## src/design/vn_pkg.sv

```systemverilog
// vn_pkg: shared types and constants for the vector normalizer
// no dependencies; used by vn_front, vn_step, vector3_normalise_top and tb by scoped names
package vn_pkg;

	localparam int CFG_W = 32;
	localparam logic [CFG_W-1:0] MIN_LENGTH_RESET = 32'd1;

	// per-word control that travels along the pipeline
	typedef struct packed {
		logic       valid;
		logic       too_short;
		logic [2:0] neg;
	} vn_ctl_t;

endpackage

```

## src/design/vn_step.sv

```systemverilog
// vn_step: one registered bit step of the ratio search for all three lanes
// depends on vn_pkg
module vn_step #(
	parameter int W = 32,
	parameter int F = 30,
	parameter int K = 0
) (
	input  logic                    clk,
	input  logic                    arst_n,
	input  logic                    en,
	input  vn_pkg::vn_ctl_t         ctl_d,
	input  logic [2*W-1:0]          s_d,
	input  logic [2:0][2*W+2*F+4:0] r_d,
	input  logic [2:0][2*W+2*F+4:0] u_d,
	input  logic [2:0][F+1:0]       m_d,
	output vn_pkg::vn_ctl_t         ctl_q,
	output logic [2*W-1:0]          s_q,
	output logic [2:0][2*W+2*F+4:0] r_q,
	output logic [2:0][2*W+2*F+4:0] u_q,
	output logic [2:0][F+1:0]       m_q
);
	localparam int CW = 2 * W + 2 * F + 5;
	localparam int MB = F + 2;

	logic [2:0][CW-1:0] trial;
	logic [2:0]         take;

	// setting bit K of m grows m^2*S by 2^(K+1)*m*S + 2^(2K)*S
	always_comb begin
		for (int i = 0; i < 3; i++) begin
			trial[i] = (u_d[i] << (K + 1)) + (CW'(s_d) << (2 * K));
			take[i]  = r_d[i] >= trial[i];
		end
	end

	always_ff @(posedge clk or negedge arst_n) begin
		if (!arst_n) begin
			ctl_q <= '0;
		end else if (en) begin
			ctl_q <= ctl_d;
		end
	end

	always_ff @(posedge clk) begin
		if (en) begin
			s_q <= s_d;
			for (int i = 0; i < 3; i++) begin
				r_q[i] <= take[i] ? (r_d[i] - trial[i]) : r_d[i];
				u_q[i] <= take[i] ? (u_d[i] + (CW'(s_d) << K)) : u_d[i];
				m_q[i] <= take[i] ? (m_d[i] | (MB'(1) << K)) : m_d[i];
			end
		end
	end
endmodule

```

## config.mk

```make
export PLATFORM = sky130hd
export DESIGN_NAME = vn_step
export DESIGN_NICKNAME = d
export VERILOG_FILES = /design/src/design/vn_pkg.sv /design/src/design/vn_step.sv
export SDC_FILE = /design/constraint.sdc
export NUM_CORES = 2
export LEC_CHECK = 0
export BUFFER_PORTS_ARGS = -buffer_cell sky130_fd_sc_hd__buf_4
export CAP_MARGIN = 10
export CORE_AREA = 2 2 733 735
export CTS_CLUSTER_DIAMETER = 120
export DETAILED_ROUTE_END_ITERATION = 10
export DIE_AREA = 0 0 735 737
export HOLD_SLACK_MARGIN = 0.03
export SKIP_LAST_GASP = 1
export SLEW_MARGIN = 20
export SYNTH_ARGS = -nofsm -noshare
export SYNTH_HDL_FRONTEND = slang
export SYNTH_SLANG_ARGS = --single-unit
```

## constraint.sdc

```tcl
create_clock -name clk -period 1.33 [get_ports clk]
set_clock_uncertainty 0.1 [all_clocks]
set_input_delay 0.1995 -clock clk [delete_from_list [all_inputs] [get_ports clk]]
set_output_delay 0.1995 -clock clk [all_outputs]
set_load 0.02 [all_outputs]
```

**Word-level counts from Yosys, hierarchy flattened**

Cells that the tools add are included.

- Order comparisons: 3
- Add/subtract/negate cells: 9
- Mux-type cells: 6

Operator list:

| operator | count |
|---|---|
| 129-bit by 64-bit adder with 129-bit output | 6 |
| 129-bit two-way mux | 6 |
| 129-bit >= comparator | 3 |
| 129-bit subtractor | 3 |

- Word-level logic and storage cells: 34
- Input port bits: 942
- Bits in registers: 939

**Depth between registers and ports, before layout**

- Depth after elaboration: 3
- Mapped depth: 34
- Depth with buffers taken out: 29

**Worst setup path after synthesis**

Ideal clock, no wire load.

- Path type: input port to flip-flop
- Start: input port s_d[1]
- End: register r_q[126] (netlist bit) (data pin)
- Setup time: 0.271 ns
- Stages: 31
- Path buffers: 2
- Path slack: -5.262 ns
- Data arrival time: 6.221 ns
- Cells stage by stage: ha_1 > fa_1 > a211o_1 > a211oi_1 > o21ai_1 > nand3_1 > a21oi_1 > a221oi_4 > o21ai_1 > a221oi_2 > o41ai_2 > o21ai_1 > nor2_1 > buf_2 > nand2_1 > xor2_1 > ha_1 > clkbuf_1 > a21oi_1 > o21ai_0 > a21oi_1 > o21ai_0 > a41oi_1 > o21ai_0 > a221o_1 > a21oi_1 > a31oi_1 > a211oi_1 > o221ai_1 > a2111oi_0 > nor3_1

- Word-level cells in the longest chain between the ends: 3
- Elaborated cells between the ends (all ways): 4
- Classes of those cells: add/sub: 2; order compare: 1; mux: 1

Ends and longest elaborated chain:

| what | line | source |
|---|---|---|
| start, declared | vn_step.sv:12 | `input logic [2*W-1:0] s_d,` |
| 129-bit by 64-bit adder with 129-bit output (*) | vn_step.sv:31 | `trial[i] = (u_d[i] << (K + 1)) + (CW'(s_d) << (2 * K));` |
| 129-bit subtractor / 129-bit >= comparator (equally long branches) | vn_step.sv:48, vn_step.sv:32 |  |
| 129-bit two-way mux (*) | vn_step.sv:48 | `r_q[i] <= take[i] ? (r_d[i] - trial[i]) : r_d[i];` |
| end signal, assigned by index | vn_step.sv:48 |  |
| end, declared | vn_step.sv:18 | `output logic [2:0][2*W+2*F+4:0] r_q,` |

Every way passes the cells marked *; elsewhere a longest branch is shown, timed or not.
A chain may end at the register's enable or synchronous reset.

**Worst setup path in the final report**

- Start: input port s_d[1]
- End: register r_q[104] (netlist bit) (data pin)

The elaborated chain is that of the path after synthesis.

==> flow_summary.json <==
{
  "r2r-start": "ctl_q[0]$_DFFE_PN0P_",
  "run_status": "finished with violations",
  "cp-start-kind": "primary input",
  "tightest_pin_transition_ns": 0.821,
  "port-buffer-count": 1880,
  "pre_cts_ws_ns": -6.81,
  "antenna_violations_before_repair": 230,
  "wl_per_cell_um": 29.7,
  "layout.cell_area.non_filler_um2": 171000,
  "post_syn_area_per_cell_um2": 8.35,
  "layout.nets": 19931,
  "cpMaxStageDelayCell": "sky130_fd_sc_hd__xnor2_1",
  "synthesis.instances": 10583,
  "global_route.overflow_total": 0,
  "htree_levels": 4,
  "floorplan.die.width_um": 735,
  "setup-violations-final": 1740,
  "cell_at_the_root_of_the_clock_tree": "sky130_fd_sc_hd__clkbuf_16",
  "placed_inst_area_um2": 148000,
  "worst_setup_hold_path_clk_slew_ns": 0.07,
  "post-route-period-util_pct": 475,
  "yosys_register_bits": 939,
  "hp-class": "in2reg",
  "synth.most_common_cell": "sky130_fd_sc_hd__a21oi_1",
  "detailedPlacementHpwl_um": 640000,
  "yosysWarnings": 0,
  "gp_routability_congestion": 1.05,
  "starting_utilization_of_the_core_area_pct": 16.5,
  "grt_first_pass_wirelength_um": 978000,
  "tritoncts_clock_tree": "built",
  "worst-r2r-setup-slack_ns": 0.47,
  "dr.pass1.iters": 6,
  "clk-insertion-delay-late_ns": 0.83,
  "cts.sink_count": 939,
  "grt_pass1_vias": 115534,
  "power_mw": 183,
  "route.final.wire_length_um": 757000,
  "grt.total_usage_pct": 26.2,
  "core_um2": 534000,
  "seq_area_frac_synth_pct": 31.9,
  "p_leak_nw": 76.1,
  "die_area_um2": 542000,
  "failed_checks": "hold timing, setup timing",
  "cp_data_required_time_ns": 1.87,
  "whs_ns": -0.340,
  "rows": 269,
  "timing.final.crit_period_ns": 6.32,
  "setup.worst_path.class": "in2reg",
  "timing.critical_path.arrival_ns": 6.86,
  "dr_total_vias": 119408,
  "min_to": "r_q[1]$_DFFE_PP_",
  "number_of_cells_on_the_worst_hold_path": 4,
  "timing_max_transition_violations_final": 0,
  "worst-path-max-fanout": 7,
  "min-delay-start": "r_d[1]",
  "synth_edf_count": 934,
  "synth.distinct_cells": 109,
  "route.detailed.drc": 0,
  "io_pins": 1881,
  "crit_top_cell": "sky130_fd_sc_hd__buf_4",
  "cpPeakStageDelay_ns": 0.39,
  "max-cap-violations": 0,
  "async_reset_ff_share_pct": 0.532,
  "timing.critical_path.to_type": "register",
  "drt-initial-drc-count": 11594,
  "drive_gt1_share_pct": 43.6,
  "synthToLayoutAreaGrowth_pct": 93.8,
  "max-vdd-ir-drop_mv": 1.01,
  "route.detailed.vias_per_inst": 4.69,
  "synth.net_count": 12302,
  "cts_max_path_buffers": 4,
  "final_critical_path_setup_slack_ns": -4.99,
  "ys_dominant_reg_cell": "sky130_fd_sc_hd__edfxtp_1",
  "total_count_of_hold_check_failures_in_the_final_report": 8,
  "crit-reg2reg-capture": "ctl_q[0]$_DFFE_PN0P_",
  "rsz0062_at_grt": "true",
  "synth_top_area_share_pct": 31.8,
  "cts_inserted_buffers": 144,
  "slew_headroom_pct": 45.1,
  "synth_area_um2": 88300,
  "netlist_top_cells_area": "sky130_fd_sc_hd__edfxtp_1, sky130_fd_sc_hd__ha_1, sky130_fd_sc_hd__a21oi_1",
  "worst_r2r_path_depth": 1,
  "chipHeight_um": 737,
  "achievable-frequency_mhz": 158,
  "powerDensity_nw_per_um2": 1070,
  "yosys.area.top_type": "sky130_fd_sc_hd__edfxtp_1",
  "synth_common_cells": "sky130_fd_sc_hd__a21oi_1, sky130_fd_sc_hd__nand2_1, sky130_fd_sc_hd__nor2_1, sky130_fd_sc_hd__edfxtp_1, sky130_fd_sc_hd__ha_1",
  "largest_net_degree_at_the_start_of_global_routing": 60,
  "ant_nets": 0
}
==> kinds of logic (layout without fill, tap and decap cells) <==
logic type	Yosys count	in the layout	share of synthesized area, %
buffers and inverters	779	8518	3.55
xor gates and xnor gates	1120	1120	11.1
AOI/OAI and AO/OA	3388	3389	23.4
other	0	93	0
adders and majority gates	777	777	11.1
muxes	11	11	0.139
and+or+nand+nor	3569	3569	18.8
DFF	939	939	31.9
==> sequential cells by signal, indices dropped and copies added (netlist names) <==
signal	cells
m_q	96
u_q	387
ctl_q	5
s_q	64
r_q	387
==> critical path: cells and delay by family <==
| family | cells | cell delay, ns |
|---|---|---|
| buffers and inverters | 8 | 1.25 |
| xor gates and xnor gates | 2 | 0.62 |
| and+or+nand+nor | 3 | 0.34 |
| adders and majority gates | 3 | 0.79 |
| AOI/OAI and AO/OA | 18 | 3.60 |
==> through the flow <==
stage | cells | util, % | TNS (ns)
floorplan | 10583 | - | -3374.72
global placement | 23858 | 27.7 | -5012.80
detailed placement | 23858 | 27.7 | -5033.32
global route | 25433 | 32.0 | -4257.20
finish | 25462 | 32.0 | -4093.53
CTS | 25247 | 31.1 | -4213.05
==> timing repair <==
item / in CTS / in global routing
resized for setup: 334 / 631
cloned: 16 / 28
buffers inserted: 67 / 109
endpoints found under the hold margin: 1369 / 24
hold buffers: 1060 / 2
pin swaps: 125 / 268
setup endpoints to repair: 1716 / 1722
==> cells in the final DEF, fill, tap and decap left out, types with 40 or more instances in the layout <==
cell                            count
sky130_fd_sc_hd__o21a_1            92
sky130_fd_sc_hd__o31ai_1           55
sky130_fd_sc_hd__diode_2           93
sky130_fd_sc_hd__nor2_1           971
sky130_fd_sc_hd__buf_4           6655
sky130_fd_sc_hd__o21ai_0          552
sky130_fd_sc_hd__inv_1            265
sky130_fd_sc_hd__nor4_1            50
sky130_fd_sc_hd__nand2b_1          88
sky130_fd_sc_hd__o21bai_1         198
sky130_fd_sc_hd__a21oi_1         1301
sky130_fd_sc_hd__nor2_4            49
sky130_fd_sc_hd__nand2_2           51
sky130_fd_sc_hd__buf_6             63
sky130_fd_sc_hd__ha_4              80
sky130_fd_sc_hd__o21ai_1           81
sky130_fd_sc_hd__xor2_1           428
sky130_fd_sc_hd__a21o_1           411
sky130_fd_sc_hd__edfxtp_1         934
sky130_fd_sc_hd__nor2b_1           96
sky130_fd_sc_hd__buf_12           149
sky130_fd_sc_hd__clkbuf_16        171
sky130_fd_sc_hd__o211ai_1          47
sky130_fd_sc_hd__a21oi_2          115
sky130_fd_sc_hd__xnor2_1          605
sky130_fd_sc_hd__ha_1             679
sky130_fd_sc_hd__and3_1           109
sky130_fd_sc_hd__dlygate4sd3_1   1062
sky130_fd_sc_hd__nand4_1          357
sky130_fd_sc_hd__nand3_1          264
sky130_fd_sc_hd__and2_1            40
sky130_fd_sc_hd__nor3_1           158
sky130_fd_sc_hd__nand2_1         1020
sky130_fd_sc_hd__a31oi_1           61
==> power breakdown <==
part	switching, mW	total [mW]	internal (mW)
logic	55.6	102	46.5
registers	2.91	40.7	37.7
clock network	17.3	40.7	23.4
==> metal layers <==
layer	part of all wire [%]	track usage, %	vias to the layer above
met5	0.097	0	-
met4	7.3	15.8	110
met1	39	30.9	57534
li1	-	-	54422
met3	9.3	7.48	1395
met2	45	42.3	5947
==> area by class of cell <==
type	instances	area [µm²]
Tap cell	7046	8820
Sequential cell	939	28200
Inverter	265	995
Clock inverter	101	1120
Fill cell	56008	363000
Multi-Input combinational cell	8866	62300
Timing Repair Buffer	7996	65900
Clock buffer	156	3690
Antenna cell	93	233
==> how the worst max path moves through the flow <==
stage                  start                  to  slack, ns  cells after the start
detailed placement  u_d[259]  u_q[270]$_DFFE_PP_      -6.81                     35
global placement    u_d[259]  u_q[270]$_DFFE_PP_      -6.77                     35
global route        u_d[259]  r_q[269]$_DFFE_PP_      -5.14                     36
floorplan             s_d[1]  r_q[126]$_DFFE_PP_      -4.54                     31
finish                s_d[1]  r_q[104]$_DFFE_PP_      -4.99                     34
CTS                   s_d[1]  u_q[385]$_DFFE_PP_      -4.95                     35
(Power assumes the default switching activity.)
